## src/htq_pkg.sv

```systemverilog
// htq_pkg: shared constants and the queue entry type of the heightfield
// triangle height query core. Used by the front, queue, back and top files.
// No dependencies.
package htq_pkg;

    localparam int GRID_VERTS_DEF = 21;

    // one cell is 5.0 in Q8.8
    localparam int CELL_Q      = 1280;
    localparam int HALF_CELL_Q = 640;

    localparam int H_W = 16;   // height / coordinate width
    localparam int A_W = 13;   // x offset from the corner vertex, -2559..-1
    localparam int B_W = 12;   // z offset from the corner vertex, -1279..1279
    localparam int D_W = 17;   // height difference
    localparam int P_W = 30;   // offset times difference
    localparam int Y_W = 24;   // biased quotient numerator, always positive
    localparam int Q_W = 22;   // unsigned quotient of the divide by five

    // floor(y/5) for y < 2^24: (y * floor(2^27/5)) >> 27 is low by at most one
    localparam int DIV5_SHIFT = 27;
    localparam int DIV5_MUL_W = 25;
    localparam logic [DIV5_MUL_W-1:0] DIV5_MUL = 25'd26843545;
    localparam logic [Y_W-1:0] Y_OFF = 24'd10485760;   // 5 * 2^21
    localparam logic [Y_W-1:0] DIV5_MIN_REM = 24'd5;
    localparam int Q_OFF = 2097152;                       // 2^21

    localparam logic signed [H_W-1:0] SAT_MAX = 16'sh7fff;
    localparam logic signed [H_W-1:0] SAT_MIN = 16'sh8000;

    localparam int QUEUE_DEPTH = 4;

    localparam logic REQ_LOAD  = 1'b0;
    localparam logic REQ_QUERY = 1'b1;

    typedef struct packed {
        logic                  is_load;
        logic                  outside;
        logic signed [H_W-1:0] height;
        logic signed [A_W-1:0] a;
        logic signed [B_W-1:0] b;
    } t_ent;

endpackage

```

## src/htq_queue.sv

```systemverilog
// htq_queue: small register FIFO between the front and back of the core.
// Depends on htq_pkg.
module htq_queue #(
    parameter int IDX_W = $clog2(htq_pkg::GRID_VERTS_DEF)
) (
    input  logic               i_clk,
    input  logic               i_rst_n,
    input  logic               i_push,
    input  htq_pkg::t_ent      i_ent,
    input  logic [IDX_W-1:0]   i_col,
    input  logic [IDX_W-1:0]   i_row,
    output logic               o_full,
    input  logic               i_pop,
    output logic               o_vld,
    output htq_pkg::t_ent      o_ent,
    output logic [IDX_W-1:0]   o_col,
    output logic [IDX_W-1:0]   o_row
);

    localparam int DEPTH = htq_pkg::QUEUE_DEPTH;
    localparam int PW    = $clog2(DEPTH);
    localparam int CW    = $clog2(DEPTH + 1);

    htq_pkg::t_ent    r_ent [DEPTH];
    logic [IDX_W-1:0] r_col [DEPTH];
    logic [IDX_W-1:0] r_row [DEPTH];
    logic [PW-1:0]    r_wp;
    logic [PW-1:0]    r_rp;
    logic [CW-1:0]    r_cnt;
    logic [CW-1:0]    n_cnt;

    assign n_cnt  = r_cnt + CW'(i_push) - CW'(i_pop);
    assign o_full = (r_cnt == CW'(DEPTH));
    assign o_vld  = (r_cnt != '0);
    assign o_ent  = r_ent[r_rp];
    assign o_col  = r_col[r_rp];
    assign o_row  = r_row[r_rp];

    always_ff @(posedge i_clk) begin
        if (!i_rst_n) begin
            r_wp  <= '0;
            r_rp  <= '0;
            r_cnt <= '0;
        end else begin
            r_cnt <= n_cnt;
            if (i_push) begin
                r_wp <= r_wp + PW'(1);
            end
            if (i_pop) begin
                r_rp <= r_rp + PW'(1);
            end
        end
    end

    always_ff @(posedge i_clk) begin
        if (i_push) begin
            r_ent[r_wp] <= i_ent;
            r_col[r_wp] <= i_col;
            r_row[r_wp] <= i_row;
        end
    end

`ifndef SYNTH
    a_no_overflow: assert property (@(posedge i_clk) disable iff (!i_rst_n)
        i_push |-> (r_cnt != CW'(DEPTH)))
        else $error("queue push while full");

    a_no_underflow: assert property (@(posedge i_clk) disable iff (!i_rst_n)
        i_pop |-> (r_cnt != '0))
        else $error("queue pop while empty");
`endif

endmodule

```

## config.mk

```make
export PLATFORM = sky130hd
export DESIGN_NAME = htq_queue
export DESIGN_NICKNAME = d
export VERILOG_FILES = /design/src/htq_pkg.sv /design/src/htq_queue.sv
export SDC_FILE = /design/constraint.sdc
export NUM_CORES = 1
export LEC_CHECK = 0
export ABC_AREA = 1
export BUFFER_PORTS_ARGS = -buffer_cell sky130_fd_sc_hd__buf_4
export CAP_MARGIN = 10
export CORE_UTILIZATION = 62
export DETAILED_ROUTE_END_ITERATION = 8
export HOLD_SLACK_MARGIN = 0.03
export PLACE_DENSITY = 0.84
export SETUP_SLACK_MARGIN = 0.05
export SLEW_MARGIN = 5
export SYNTH_ARGS = -nofsm -noshare
export SYNTH_HDL_FRONTEND = slang
export SYNTH_SLANG_ARGS = --single-unit
```

## constraint.sdc

```tcl
create_clock -name i_clk -period 3.75 [get_ports i_clk]
set_input_delay 0.75 -clock i_clk [delete_from_list [all_inputs] [get_ports i_clk]]
set_output_delay 0.75 -clock i_clk [all_outputs]
set_load 0.05 [all_outputs]
```

==> results of run 1 <==
==> state kept, by name, summed over array words and instances (netlist names), named ones only <==
name and count:
r_wp 2, r_ent 172, r_cnt 3, r_rp 2, r_col 20, r_row 20
==> power groups by stage <==
stage | Combinational (mW) | Clock (mW) | Sequential (mW)
2_1_floorplan | 0.627 | 0 | 2.90
3_3_place_gp | 0.842 | 0 | 2.93
3_5_place_dp | 0.870 | 0 | 2.94
4_1_cts | 0.878 | 2.29 | 2.89
5_1_grt | 0.935 | 2.38 | 2.90
6_report | 0.873 | 2.25 | 2.88
==> cell usage after synthesis <==
cell,count
ha_1,6
clkbuf_1,1
o21ai_1,36
o211ai_1,33
edfxtp_1,212
dfxtp_1,9
o211ai_2,20
inv_1,121
fa_1,1
a21oi_2,30
nand2_1,116
nor2_1,2
buf_2,15
a21oi_1,29
o21ai_0,21
buf_4,7
nand3_1,2
buf_6,13
==> area by class of cell <==
type                            instances  area [um^2]  share of cell area [%]
Sequential cell                       221         6550                    61.4
Multi-Input combinational cell        296         1740                    16.3
Timing Repair Buffer                  121          946                    8.86
Clock buffer                           27          591                    5.53
Inverter                              121          454                    4.26
Tap cell                              180          225                    2.11
Clock inverter                         12          161                    1.51
==> routing by layer <==
metal	vias up	wire length (um)
li1	2554	-
met1	2685	6810
met2	179	8650
met3	39	1140
met4	0	442
met5	-	0
==> how the worst max path moves through the flow <==
stage / end / slack [ps] / cells past startpoint
floorplan: r_col[0][0] / 1520 / 2
global placement: o_row[4] / 1320 / 5
detailed placement: o_ent[8] / 1210 / 5
CTS: o_ent[42] / 670 / 5
global route: o_ent[8] / 550 / 5
finish: o_ent[8] / 700 / 5
==> worst max-delay path, delay by kind of cell, from the launching register on <==
family                 cells  cell delay (ps)
buffers and inverters      2              580
flip-flops                 1              830
AO/OA/AOI/OAI              2              270
AND/OR/NAND/NOR            1              110
==> per-stage QoR <==
stage	total power [mW]	instance area [um^2]
6_report	6.01	10700
5_1_grt	6.21	10700
4_1_cts	6.05	10700
3_5_place_dp	3.81	9920
3_3_place_gp	3.77	9920
2_1_floorplan	3.53	9020
==> cells by family after synthesis <==
kind of cell	after synthesis	synth area share (%)
adders and majority gates	7	1.05
DFF	221	72.6
and+or+nand+nor	120	5.02
AOI/OAI and AO/OA	169	13.2
buffers and inverters	157	8.12
==> flow_metrics.tcl, run 1 <==
set metrics [dict create \
    max_cap_violations 0 \
    cts-root-buf "clkbuf_16" \
    total_leakage_power_nw 4.18 \
    cp-end-kind "output pin" \
    vias 5457 \
    grt_pass1_wl_mm 26.5 \
    ys_seq_area_share_pct 72.6 \
    synth_fp_nets 738 \
    holdPathEnd "r_ent[1][42]" \
    worstPathCellList "buf_12 > a21oi_1 > o21ai_0 > nand2_1 > buf_4" \
    crit_arrival_ps 2300 \
    rows 43 \
    utilization_pct 76.0 \
    insertion_delay_ps 490 \
    areaGrowthSynthToFinish_pct 18.3 \
    grt_use_met1_pct 29.7 \
    dp_cells 939 \
    drive_gt1_share_pct 26.1 \
    outcome "finished, final reports clean" \
    dpl.hpwl_mm 10.0 \
    floorplan.initialDensity_pct 64.2 \
    switching_share_pct 25.6 \
    netlist_instances 674 \
    pre_cts_ws_ps 1210 \
    syn-mean-instance-area_um2 13.4 \
    path_class "reg -> out" \
    cts_sinks 221 \
    r2r_cells 5 \
    required_ps 3000 \
    dieArea_mm2 0.0150 \
    whs_path_depth 1 \
    nNetsFinal 847 \
    final_cell_mix "edfxtp_1, buf_4, inv_1, nand2_1, o21ai_1" \
    synth_top_cell_area_share_pct 70.6 \
    antenna_found_initial 0 \
    drtAntennaViolNets 0 \
    period_share_pct 81.5 \
    regToRegSetupSlack_ps 1810 \
    cts_buffers 22 \
    num-fill-cells 818 \
    fmax_mhz 327 \
    antenna_cells 0 \
    cpMaxStageDelayCell "dfxtp_4" \
    max-slew-margin-rel_pct 43.3 \
    cp_max_fo 72 \
    worst_r2r_endpoint "r_ent[2][0]" \
    period_needed_ps 3050 \
    p_per_area_mw_per_mm2 563 \
    clkPwrFrac_pct 37.5 \
    cts_max_path_buffers 3 \
    synth_warnings 0 \
    yosysTopAreaCell "edfxtp_1" \
    numPortBuffers 111 \
    rsz0062_at_grt "no" \
    cts.repair.resized 0 \
    fin_ws_ps 695 \
    grt_start_max_net_pins 73 \
    finalNonFillerCells 978 \
    cts_tree "done" \
    drt_iter0_drc 552 \
    first_global_vias 5382 \
    grt_overflow 0 \
    cts_hold_buf 0 \
    htree_num_levels 1 \
    drv_slew 0 \
    synth_cell_types 18 \
    drc_errors 0 \
    fin_setup_tns_ps 0 \
    hold_start "i_ent[42]" \
    cts_setup_buffers 0 \
    die_w_um 123 \
    clkTransAtPathRegs_ps 70 \
    pwr-share-seq_pct 48.0 \
    synth.area.top_cells "edfxtp_1, inv_1, nand2_1, a21oi_2, o211ai_2" \
    switchingPower_mw 1.54 \
    grtUsageMet3_pct 5.20 \
    final_common_cell "edfxtp_1" \
    wl_mm 17.0 \
    grt_use_total_pct 23.3 \
    vdd_ir_drop_max_uv 424 \
    min_path_type "in -> reg" \
    top_usage_layer "met2" \
    hold_viol 0 \
    firstDrtPassIters 5 \
    syn_area_mm2 0.00902 \
    r2r-start "r_wp[0]" \
    core_area_mm2 0.0140 \
    worst_pin_slew_ps 849 \
    intPower_mw 4.48 \
    vias_per_cell 5.58 \
    gp_congestion 0.733 \
    die-height_um 123 \
    pwr-share-comb_pct 14.5 \
    grt_use_met2_pct 39.6 \
    ys_seq_elements 221 \
    clock_skew_ps 15.6 \
    wl_per_cell_um 17.4 \
    cp-start-kind "flip-flop" \
    setup_viol 0 \
    max_stage_delay_ps 830 \
    whs_ps 457 \
    io_pins 112 \
]
No activity file was read; power rests on OpenSTA's default activity.
==> inputs of run 2 (changes only) <==
--- a/config.mk
+++ b/config.mk
@@ -8,10 +8,10 @@
 export ABC_AREA = 1
 export BUFFER_PORTS_ARGS = -buffer_cell sky130_fd_sc_hd__buf_4
 export CAP_MARGIN = 10
-export CORE_UTILIZATION = 62
+export CORE_UTILIZATION = 58
 export DETAILED_ROUTE_END_ITERATION = 8
 export HOLD_SLACK_MARGIN = 0.03
-export PLACE_DENSITY = 0.84
+export PLACE_DENSITY = 0.8
 export SETUP_SLACK_MARGIN = 0.05
 export SLEW_MARGIN = 5
 export SYNTH_ARGS = -nofsm -noshare
==> constraint.sdc (replaced) <==
create_clock -name i_clk -period 3.17 [get_ports i_clk]
set_input_delay 0.634 -clock i_clk [delete_from_list [all_inputs] [get_ports i_clk]]
set_output_delay 0.634 -clock i_clk [all_outputs]
set_load 0.05 [all_outputs]
==> flow_metrics.tcl, run 2 (synthesis results as in run 1) <==
set metrics [dict create \
    outcome "finished, final reports clean" \
    max-slew-margin-rel_pct 53.4 \
    utilization_pct 70.0 \
    top_register "r_ent" \
    drive_gt1_share_pct 25.9 \
    pre_cts_ws_ps 1040 \
    rsz0062_at_grt "no" \
    total_power_mw 6.84 \
    fin_ws_ps 549 \
    crit_arrival_ps 1990 \
    drv_slew 0 \
    floorplan.initialDensity_pct 59.3 \
    fin_setup_tns_ps 0 \
    p_per_area_mw_per_mm2 643 \
    clkTransAtPathRegs_ps 60 \
    grt_overflow 0 \
    cts-root-buf "clkbuf_16" \
    clock_skew_ps 4.18 \
    period_share_pct 82.7 \
    setup_viol 0 \
    vias 5221 \
    cts_sinks 221 \
    whs_ps 339 \
    num-fill-cells 980 \
    dpl.hpwl_mm 9.67 \
    cts_setup_buffers 0 \
    grt_use_total_pct 20.7 \
    min_path_type "in -> reg" \
    io_pins 112 \
    wl_mm 16.2 \
    insertion_delay_ps 490 \
    cts_max_path_buffers 3 \
    final_common_cell "edfxtp_1" \
    cp_max_fo 60 \
    htree_num_levels 1 \
    vdd_ir_drop_max_uv 533 \
    numPortBuffers 111 \
    worst_pin_slew_ps 699 \
    final_cell_mix "edfxtp_1, inv_1, nand2_1, buf_4, o21ai_1" \
    largest_registers "r_ent (172), r_col (20), r_row (20)" \
    cp-start-kind "flip-flop" \
    wl_per_cell_um 16.5 \
    cts.repair.resized 0 \
    worstPathCellList "buf_4 > nand2_1 > o211ai_2 > nand2_1 > buf_4" \
    antenna_found_initial 0 \
    drt_iter0_drc 351 \
    max_stage_delay_ps 570 \
    die-height_um 127 \
    grt_start_max_net_pins 89 \
    largest_reg_flops 172 \
    period_needed_ps 2620 \
    max_cap_violations 0 \
    cts_hold_buf 0 \
    required_ps 2540 \
    drtAntennaViolNets 0 \
    areaGrowthSynthToFinish_pct 18.0 \
    nNetsFinal 846 \
    first_global_vias 5165 \
    dieArea_mm2 0.0161 \
    fmax_mhz 382 \
    die_w_um 127 \
    path_class "reg -> out" \
    cts_buffers 22 \
    gp_congestion 0.722 \
    cpMaxStageDelayCell "buf_4" \
    cts_tree "done" \
    core_area_mm2 0.0152 \
    total_leakage_power_nw 4.16 \
    grt_pass1_wl_mm 25.5 \
    antenna_cells 0 \
    vias_per_cell 5.30 \
    cp-end-kind "output pin" \
    rows 45 \
    firstDrtPassIters 4 \
    hold_viol 0 \
    drc_errors 0 \
]
==> run 2: cell count changes in the layout (fill, tap and decap cells not counted), sizes merged <==
cell / previous run / this run
clkinv: 6 / 13
inv: 122 / 121
bufinv: 4 / 1
clkbuf: 27 / 25
buf: 121 / 120
==> run 2: final timing paths <==
kind         startpoint           to  slack (ps)  depth (start not counted)
max           flip-flop    o_ent[21]         550                          5
min            i_col[4]  r_col[2][4]         340                          1
max reg2reg     r_wp[0]  r_row[2][2]        1370                          5
min reg2reg     r_rp[1]    flip-flop         480                          2
==> run 2: final cells by class <==
cell class / count / area [um^2] / share of cell area [%]
Timing Repair Buffer: 120 / 976 / 9.17
Tap cell: 188 / 235 / 2.21
Sequential cell: 221 / 6550 / 61.6
Clock inverter: 15 / 97.6 / 0.917
Clock buffer: 25 / 583 / 5.48
Multi-Input combinational cell: 296 / 1740 / 16.3
Inverter: 121 / 454 / 4.27
==> run 2: worst max-delay path: cells and delay by family (launching register included) <==
kind | cells | cell delay (ps)
AND/OR/NAND/NOR | 2 | 260
flip-flops | 1 | 370
buffers and inverters | 2 | 760
AO/OA/AOI/OAI | 1 | 100
==> run 2: routing by layer <==
| metal | track usage [%] | vias up | share of wire (%) |
|---|---|---|---|
| met5 | 0 | - | 0 |
| met4 | 6.93 | 0 | 1.2 |
| met3 | 4.26 | 17 | 5.9 |
| met2 | 36.2 | 154 | 52 |
| met1 | 25.8 | 2499 | 41 |
| li1 | - | 2551 | - |
==> run 2: power by group <==
part	internal, mW	switching (mW)
Sequential	3.34	0.0387
Clock	1.40	1.00
Combinational	0.311	0.753
==> run 2: through the flow <==
step           area [um^2]  std cells
2_1_floorplan         9020        674
3_3_place_gp          9960        946
3_5_place_dp          9960        946
4_1_cts              10600        986
5_1_grt              10600        986
6_report             10600        986
