`src/htq_pkg.sv`:
```
// htq_pkg: shared constants and the queue entry type of the heightfield
// triangle height query core. Used by the front, queue, back and top files.
// No dependencies.
package htq_pkg;

    localparam int GRID_VERTS_DEF = 21;

    // one cell is 5.0 in Q8.8
    localparam int CELL_Q      = 1280;
    localparam int HALF_CELL_Q = 640;

    localparam int H_W = 16;   // height / coordinate width
    localparam int A_W = 13;   // x offset from the corner vertex, -2559..-1
    localparam int B_W = 12;   // z offset from the corner vertex, -1279..1279
    localparam int D_W = 17;   // height difference
    localparam int P_W = 30;   // offset times difference
    localparam int Y_W = 24;   // biased quotient numerator, always positive
    localparam int Q_W = 22;   // unsigned quotient of the divide by five

    // floor(y/5) for y < 2^24: (y * floor(2^27/5)) >> 27 is low by at most one
    localparam int DIV5_SHIFT = 27;
    localparam int DIV5_MUL_W = 25;
    localparam logic [DIV5_MUL_W-1:0] DIV5_MUL = 25'd26843545;
    localparam logic [Y_W-1:0] Y_OFF = 24'd10485760;   // 5 * 2^21
    localparam logic [Y_W-1:0] DIV5_MIN_REM = 24'd5;
    localparam int Q_OFF = 2097152;                       // 2^21

    localparam logic signed [H_W-1:0] SAT_MAX = 16'sh7fff;
    localparam logic signed [H_W-1:0] SAT_MIN = 16'sh8000;

    localparam int QUEUE_DEPTH = 4;

    localparam logic REQ_LOAD  = 1'b0;
    localparam logic REQ_QUERY = 1'b1;

    typedef struct packed {
        logic                  is_load;
        logic                  outside;
        logic signed [H_W-1:0] height;
        logic signed [A_W-1:0] a;
        logic signed [B_W-1:0] b;
    } t_ent;

endpackage

```
`src/htq_front.sv`:
```
// htq_front: input stage of the height query core. Registers each item, finds
// the grid cell and corner offsets of queries and pushes work to the queue.
// Depends on htq_pkg.
module htq_front #(
    parameter int GRID_VERTS = htq_pkg::GRID_VERTS_DEF,
    localparam int IDX_W = $clog2(GRID_VERTS)
) (
    input  logic               i_clk,
    input  logic               i_rst_n,
    input  logic               i_s_tvalid,
    output logic               o_s_tready,
    input  logic [63:0]        i_s_tdata,
    input  logic               i_s_tuser,
    input  logic               i_q_full,
    output logic               o_q_push,
    output htq_pkg::t_ent      o_ent,
    output logic [IDX_W-1:0]   o_col,
    output logic [IDX_W-1:0]   o_row
);

    localparam int CENTER  = (GRID_VERTS - 1) / 2;
    localparam int S_W     = $clog2(CENTER * htq_pkg::CELL_Q + 32769) + 1;
    localparam int U_W     = S_W - 9;
    localparam int DIV_K   = U_W + 2;
    localparam int DIV_M   = ((1 << DIV_K) + 4) / 5;
    localparam int PROD_W  = U_W + DIV_K;
    localparam logic signed [S_W-1:0] S_CENTER   = S_W'(CENTER * htq_pkg::CELL_Q);
    localparam logic signed [S_W-1:0] S_NEG_CELL = S_W'(-htq_pkg::CELL_Q);

    // input fields
    logic                        w_take;
    logic [4:0]                  w_col_in;
    logic [4:0]                  w_row_in;
    logic signed [15:0]          w_qx;
    logic signed [15:0]          w_qz;

    logic                        r_vld;
    logic                        r_load;
    logic                        r_ok;
    logic [4:0]                  r_col_in;
    logic [4:0]                  r_row_in;
    logic [15:0]                 r_height;
    logic signed [S_W-1:0]       r_s;
    logic signed [S_W-1:0]       r_t;

    logic                        w_drop;
    logic                        w_fwd;
    logic signed [S_W-1:0]       w_crd      [2];
    logic [U_W-1:0]              w_u        [2];
    logic [PROD_W-1:0]           w_prod     [2];
    logic [U_W-1:0]              w_qt       [2];
    logic [U_W-1:0]              w_rem_full [2];
    logic signed [11:0]          w_low      [2];
    logic                        w_out      [2];
    logic [IDX_W-1:0]            w_idx      [2];

    assign w_col_in = i_s_tdata[4:0];
    assign w_row_in = i_s_tdata[9:5];
    assign w_qx     = i_s_tdata[41:26];
    assign w_qz     = i_s_tdata[57:42];

    assign w_drop     = r_load && !r_ok;
    assign w_fwd      = r_vld && (w_drop || !i_q_full);
    assign o_s_tready = !r_vld || w_fwd;
    assign w_take     = i_s_tvalid && o_s_tready;
    assign o_q_push   = r_vld && !w_drop && !i_q_full;

    always_ff @(posedge i_clk) begin
        if (!i_rst_n) begin
            r_vld <= 1'b0;
        end else if (o_s_tready) begin
            r_vld <= i_s_tvalid;
        end
    end

    always_ff @(posedge i_clk) begin
        if (w_take) begin
            r_load   <= (i_s_tuser == htq_pkg::REQ_LOAD);
            r_ok     <= (int'(w_col_in) < GRID_VERTS) && (int'(w_row_in) < GRID_VERTS);
            r_col_in <= w_col_in;
            r_row_in <= w_row_in;
            r_height <= i_s_tdata[25:10];
            r_s      <= S_W'(w_qx) + S_CENTER;
            r_t      <= S_CENTER - S_W'(w_qz);
        end
    end

    assign w_crd[0] = r_s;
    assign w_crd[1] = r_t;

    // cell index per axis: truncate toward zero, divide by 1280 as >>8 then /5
    always_comb begin
        for (int k = 0; k < 2; k++) begin
            w_u[k]        = w_crd[k][S_W-2:8];
            w_prod[k]     = PROD_W'(w_u[k]) * PROD_W'(DIV_M);
            w_qt[k]       = w_prod[k][PROD_W-1:DIV_K];
            w_rem_full[k] = w_u[k] - ((w_qt[k] << 2) + w_qt[k]);
            if (w_crd[k][S_W-1]) begin
                // less than one cell below zero still maps to cell 0
                w_low[k] = w_crd[k][11:0];
                w_out[k] = (w_crd[k] <= S_NEG_CELL);
                w_idx[k] = '0;
            end else begin
                w_low[k] = {1'b0, w_rem_full[k][2:0], w_crd[k][7:0]};
                w_out[k] = (w_qt[k] > U_W'(GRID_VERTS - 2));
                w_idx[k] = IDX_W'(w_qt[k]);
            end
        end
    end

    always_comb begin
        o_ent.is_load = r_load;
        o_ent.outside = !r_load && (w_out[0] || w_out[1]);
        o_ent.height  = r_height;
        o_ent.a       = {w_low[0][11], w_low[0]} - htq_pkg::A_W'(htq_pkg::CELL_Q);
        o_ent.b       = -w_low[1];
        o_col         = r_load ? IDX_W'(r_col_in) : w_idx[0];
        o_row         = r_load ? IDX_W'(r_row_in) : w_idx[1];
    end

endmodule

```
`config.mk`:
```
export PLATFORM = sky130hd
export DESIGN_NAME = htq_front
export DESIGN_NICKNAME = d
export VERILOG_FILES = /design/src/htq_pkg.sv /design/src/htq_front.sv
export SDC_FILE = /design/constraint.sdc
export NUM_CORES = 1
export LEC_CHECK = 0
export BUFFER_PORTS_ARGS = -buffer_cell sky130_fd_sc_hd__buf_2
export CAP_MARGIN = 20
export CORE_ASPECT_RATIO = 1.4
export CORE_MARGIN = 2
export CORE_UTILIZATION = 50
export DETAILED_ROUTE_END_ITERATION = 10
export PLACE_DENSITY_LB_ADDON = 0.2
export SETUP_SLACK_MARGIN = 0.02
export SYNTH_ARGS = -nofsm -noshare
export SYNTH_HDL_FRONTEND = slang
export SYNTH_SLANG_ARGS = --single-unit
```
`constraint.sdc`:
```
create_clock -name i_clk -period 11.5 [get_ports i_clk]
set_clock_uncertainty 0.2 [all_clocks]
set_input_delay 2.3 -clock i_clk [delete_from_list [all_inputs] [get_ports i_clk]]
set_output_delay 2.3 -clock i_clk [all_outputs]
set_load 0.02 [all_outputs]
```
==> out/results.txt, run 1 <==
syn avg cell area -> 11.1 sq um
Worst Path Required -> 9.00 ns
Clock H-tree levels -> 3
# Post-CTS Setup Buffers -> 0
met2 routed WL -> 6.97 mm
met1 wire length -> 3.84 mm
Post-synth EDFFs -> 62
TritonRoute pass-1 iters -> 4
HP Class -> reg2reg
most common cell in the synthesized netlist -> ha_1
# hold bufs at CTS -> 0
initial DRC count -> 174
Placement Cell Area -> 0.00615 sq mm
CTS sink count -> 63
Syn Nets -> 682
worst endpoint data arrival time -> 6.00 ns
port bufs -> 117
Final period util -> 0.739
sequential area share after synthesis -> 0.343
area fraction of the dominant cell type after synthesis -> 0.339
Vias/cell -> 5.37
Commonest cells post-synth -> 93 x ha_1, 72 x inv_1, 62 x edfxtp_1
vias post-DR -> 4035
kind of end point of the critical path -> output port
final slew viol count -> 0
Horiz. Die Dim -> 92.6 microns
share of cells above drive strength 1 -> 0.241
met3 wirelength from detailed routing -> 276 microns
minimum clock period -> 8.50 ns
Area growth, synth to finish -> 17.9%
post-DP HPWL -> 9.50 mm
total grt overflow -> 0
top sig layer -> met4
total CTS buffers -> 9
clock latency on the worst-skew pair -> 0.32 ns
design area -> 0.00648 sq mm
Bufs on Longest Clock Path -> 2
peak supply drop -> 0.167 mV
Post-Route WL -> 11.4 mm
synthesized area -> 0.00549 sq mm
Max-cap violations -> 0
final-stage net count -> 792
Rel. slew slack -> 0.527
DRC viols -> 0
placed cell count -> 736
Placeable Area -> 0.0108 sq mm
post-cts resize count -> 0
Fin. Hold Viols -> 0
initial antenna violation count -> 0
synthesis warning total -> 0
critical path class -> reg2out
P per Cell Area -> 240 mW/mm^2
gr usage total -> 0.202
Root Driver -> clkbuf_16
Yosys reg bits -> 63
wire per inst -> 15.1 microns
CTS tree -> done
Mapped Cells -> 496
row cnt -> 45
Max Fanout on Critical Path -> 10
Antenna Violating Nets Remaining -> 0
num ports -> 124
Sum Neg Setup Slack -> 0 ns
Antenna Diode Count -> 0
first-pass GRT wire length -> 18.6 mm
clock slew at reported path FFs -> 0.05 ns
fraction of registers with async set/reset -> 0
die extent in y -> 128 microns
Layout Cells excl Fill -> 752
Synth area leaders -> edfxtp_1 34%, ha_1 21%, fa_1 8.7%, inv_1 4.9%, xnor2_1 4.3%
largest area contributor in the netlist -> edfxtp_1
Main synth FF type -> edfxtp_1
pin count of the biggest net entering global routing -> 58
fill count -> 921
Leak -> 3.04 nW
number of global-route vias before repair -> 4229
GP Congestion -> 0.926
status -> complete, no violations
worst-margin pin slew -> 0.709 ns
RSZ-0062 raised after global routing -> no
Die ar. -> 0.0119 sq mm
endpoints failing setup -> 0
Fmax -> 118 MHz
startpoint types -> register
Pwr Total -> 1.55 mW
Starting Density -> 0.511
Cell variety after synth -> 60
[power breakdown]
part	switching (mW)	leakage (nW)	total [mW]	internal, mW
Sequential	0.0154	0.611	0.288	0.272
Clock	0.0980	0.150	0.288	0.190
Combinational	0.562	2.28	0.978	0.416
[kinds of logic (layout without fill, tap and decap cells)]
group | after synthesis | in the layout | synth area share
compound gates | 79 | 79 | 0.111
fa+ha+maj | 117 | 117 | 0.299
xor+xnor | 43 | 43 | 0.0749
flops | 63 | 63 | 0.343
buf+inv | 91 | 206 | 0.0690
mux | 4 | 4 | 0.00774
simple gates | 99 | 99 | 0.0950
[routing by layer]
metal,GRT usage,vias up
met5,0,-
met4,0.0790,0
met3,0.0300,17
met2,0.427,61
met1,0.184,1955
li1,-,2002
[layout make-up]
type                            count  area [sq um]  share of cell area
Clock buffer                        9           225              0.0348
Sequential cell                    63          1880               0.291
Timing Repair Buffer              118           593              0.0916
Inverter                           72           270              0.0417
Clock inverter                      7          96.3              0.0149
Multi-Input combinational cell    342          3230               0.499
Tap cell                          141           176              0.0272
[worst paths after layout]
| check | end | slack (ns) | depth (start not counted) | start |
|---|---|---|---|---|
| worst max-delay path | o_ent[24] | 3.00 | 18 | r_s[10] |
| worst min-delay path | r_vld | 0.37 | 2 | r_vld |
| worst max register to register | r_s[16] | 8.84 | 4 | r_load |
| worst min register to register | r_vld | 0.37 | 2 | r_vld |
[stage by stage]
stage	util	hold slack, ns	worst slack (ns)
after floorplan	-	0.495	3.72
after global placement	0.572	0.329	3.39
after detailed placement	0.572	0.359	3.34
after CTS	0.602	0.370	2.98
after global routing	0.602	0.428	2.62
final	0.602	0.372	3.00
[worst max-delay path, cell delays in order, from the launching register on]
cell and delay, ns:
edfxtp_1 0.55, inv_1 0.16, ha_1 0.36, fa_1 0.54, fa_1 0.45, fa_1 0.54
inv_1 0.04, ha_1 0.22, a2111oi_2 0.32, o21ai_2 0.18, a21oi_2 0.24, xnor2_1 0.13
ha_1 0.21, fa_1 0.38, xnor3_1 0.36, xnor2_1 0.20, or3_1 0.33, a221o_1 0.31
buf_2 0.16
[registers in the layout, indices dropped and copies added, names as in the netlist]
signal and count:
r_load 1, r_t 17, r_s 17, r_col_in 5
r_ok 1, r_height 16, r_row_in 5, r_vld 1
[cell usage in the layout, fill, tap and decap left out, drive strengths merged, types with 7 or more instances in the layout]
| master | count |
|---|---|
| a21oi | 15 |
| buf | 118 |
| clkbuf | 9 |
| edfxtp | 62 |
| fa | 24 |
| ha | 93 |
| inv | 73 |
| nand2 | 18 |
| nand2b | 7 |
| nor2 | 21 |
| nor3 | 15 |
| o21ai | 11 |
| or3 | 7 |
| xnor2 | 28 |
| xor2 | 13 |
No activity file was read; power rests on OpenSTA's default activity.
==> inputs of run 2 (changes only) <==
==> constraint.sdc (replaced) <==
create_clock -name i_clk -period 7.35 [get_ports i_clk]
set_clock_uncertainty 0.2 [all_clocks]
set_input_delay 1.47 -clock i_clk [delete_from_list [all_inputs] [get_ports i_clk]]
set_output_delay 1.47 -clock i_clk [all_outputs]
set_load 0.02 [all_outputs]
==> out/results.txt, run 2 (same netlist as run 1, synthesis figures left out) <==
Worst Path Required -> 5.68 ns
worst-margin pin slew -> 0.719 ns
Critical Path Start -> r_t[13]
grt met1 use -> 0.188
HP Class -> reg2reg
worst hold start -> r_vld
DRC viols -> 0
Root Driver -> clkbuf_16
vias post-DR -> 4114
CTS tree -> done
row cnt -> 45
number of global-route vias before repair -> 4335
final slew viol count -> 0
total grt overflow -> 0
total CTS buffers -> 9
initial DRC count -> 130
CTS sink count -> 63
num ports -> 124
Antenna Diode Count -> 0
Vias/cell -> 5.31
Starting Density -> 0.511
r2r setup slk -> 4.66 ns
share of cells above drive strength 1 -> 0.311
startpoint types -> register
Rel. slew slack -> 0.521
design area -> 0.00684 sq mm
first-pass GRT wire length -> 19.2 mm
Max-cap violations -> 0
endpoints failing setup -> 0
final-stage net count -> 815
die extent in y -> 128 microns
Hold Path End -> r_vld
Max Fanout on Critical Path -> 3
commonest non-fill, non-tap cells in the layout -> 115 x buf_2, 87 x ha_1, 68 x inv_1
Antenna Violating Nets Remaining -> 0
status -> complete, no violations
# hold bufs at CTS -> 0
post-DP HPWL -> 9.58 mm
Post-Route WL -> 12.0 mm
Largest regs -> r_s x17, r_t x17, r_height x16
Fin. Hold Viols -> 0
met2 Use GR -> 0.440
clock slew at reported path FFs -> 0.05 ns
GP Congestion -> 0.882
Placeable Area -> 0.0108 sq mm
Bufs on Longest Clock Path -> 2
RSZ-0062 raised after global routing -> yes
Horiz. Die Dim -> 92.6 microns
Fmax -> 140 MHz
Placement Cell Area -> 0.00618 sq mm
met3 usage -> 0.0312
clock latency on the worst-skew pair -> 0.33 ns
Die ar. -> 0.0119 sq mm
Reg2Reg Depth -> 4
gr usage total -> 0.208
worst reg2reg path endpoint -> r_s[14]
port bufs -> 117
Top Usage Layer GRT -> met2
leading cell type in the layout, fill and taps excluded -> buf_2
initial antenna violation count -> 0
R2R Path Start -> r_load
Area growth, synth to finish -> 24.6%
worst endpoint data arrival time -> 5.46 ns
WHS -> 0.397 ns
pin count of the biggest net entering global routing -> 58
wire per inst -> 15.4 microns
critical path class -> reg2out
WHS Path Cells -> 2
minimum clock period -> 7.13 ns
fill count -> 874
Clock H-tree levels -> 3
peak supply drop -> 0.325 mV
P per Cell Area -> 399 mW/mm^2
Leak -> 3.18 nW
Final period util -> 0.971
TritonRoute pass-1 iters -> 4
kind of end point of the critical path -> output port
run 2: timing repair:
item                                    CTS  global route
endpoints found under the setup margin    5             5
endpoints found under the hold margin     0             0
pin swaps                                 4            17
setup buffers                             9            10
resized for setup                         4            32
run 2: final cells by class:
class	instances	area [sq um]	area share
Tap cell	141	176	0.0258
Clock inverter	7	96.3	0.0141
Multi-Input combinational cell	342	3420	0.500
Clock buffer	9	225	0.0329
Sequential cell	63	1880	0.275
Inverter	72	270	0.0395
Timing Repair Buffer	141	771	0.113
run 2: power breakdown:
part	internal [mW]	switching (mW)
clock	0.297	0.157
sequential	0.426	0.0198
combinational	0.829	1.00
run 2: critical path, stage by stage (launching register included):
cell and delay (ns):
edfxtp_1 0.40, buf_4 0.17, ha_4 0.25, fa_2 0.50, fa_1 0.54, inv_1 0.05
fa_1 0.56, inv_1 0.07, ha_4 0.25, or3_4 0.40, o2111ai_4 0.11, or3_4 0.16
ha_1 0.13, inv_1 0.05, fa_1 0.44, mux2i_1 0.19, buf_4 0.15, nand4_1 0.11
xnor2_1 0.16, xnor2_1 0.24, buf_4 0.19
run 2: worst max-delay path by stage:
stage                      endpoint  slack, ns  cells past startpoint
after floorplan           o_ent[23]       0.40                     17
after global placement    o_ent[24]       0.28                     17
after detailed placement  o_ent[24]       0.12                     17
after CTS                 o_ent[11]       0.02                     20
after global routing      o_ent[11]      -0.05                     20
final                     o_ent[10]       0.22                     20
run 2: stage by stage:
step | worst slack [ns] | std cells | power, mW | setup TNS (ns) | utilization
floorplan | 0.398 | 496 | 1.62 | 0 | -
global placement | 0.279 | 740 | 1.96 | 0 | 0.575
detailed placement | 0.117 | 740 | 2.02 | 0 | 0.575
CTS | 0.0228 | 765 | 2.55 | 0 | 0.614
global route | -0.0459 | 775 | 2.94 | -0.0459 | 0.636
finish | 0.216 | 775 | 2.73 | 0 | 0.636
run 2: layer usage:
| layer | vias up | part of all wire |
|---|---|---|
| li1 | 2039 | - |
| met1 | 1981 | 0.34 |
| met2 | 69 | 0.60 |
| met3 | 25 | 0.024 |
| met4 | 0 | 0.029 |
| met5 | - | 0 |
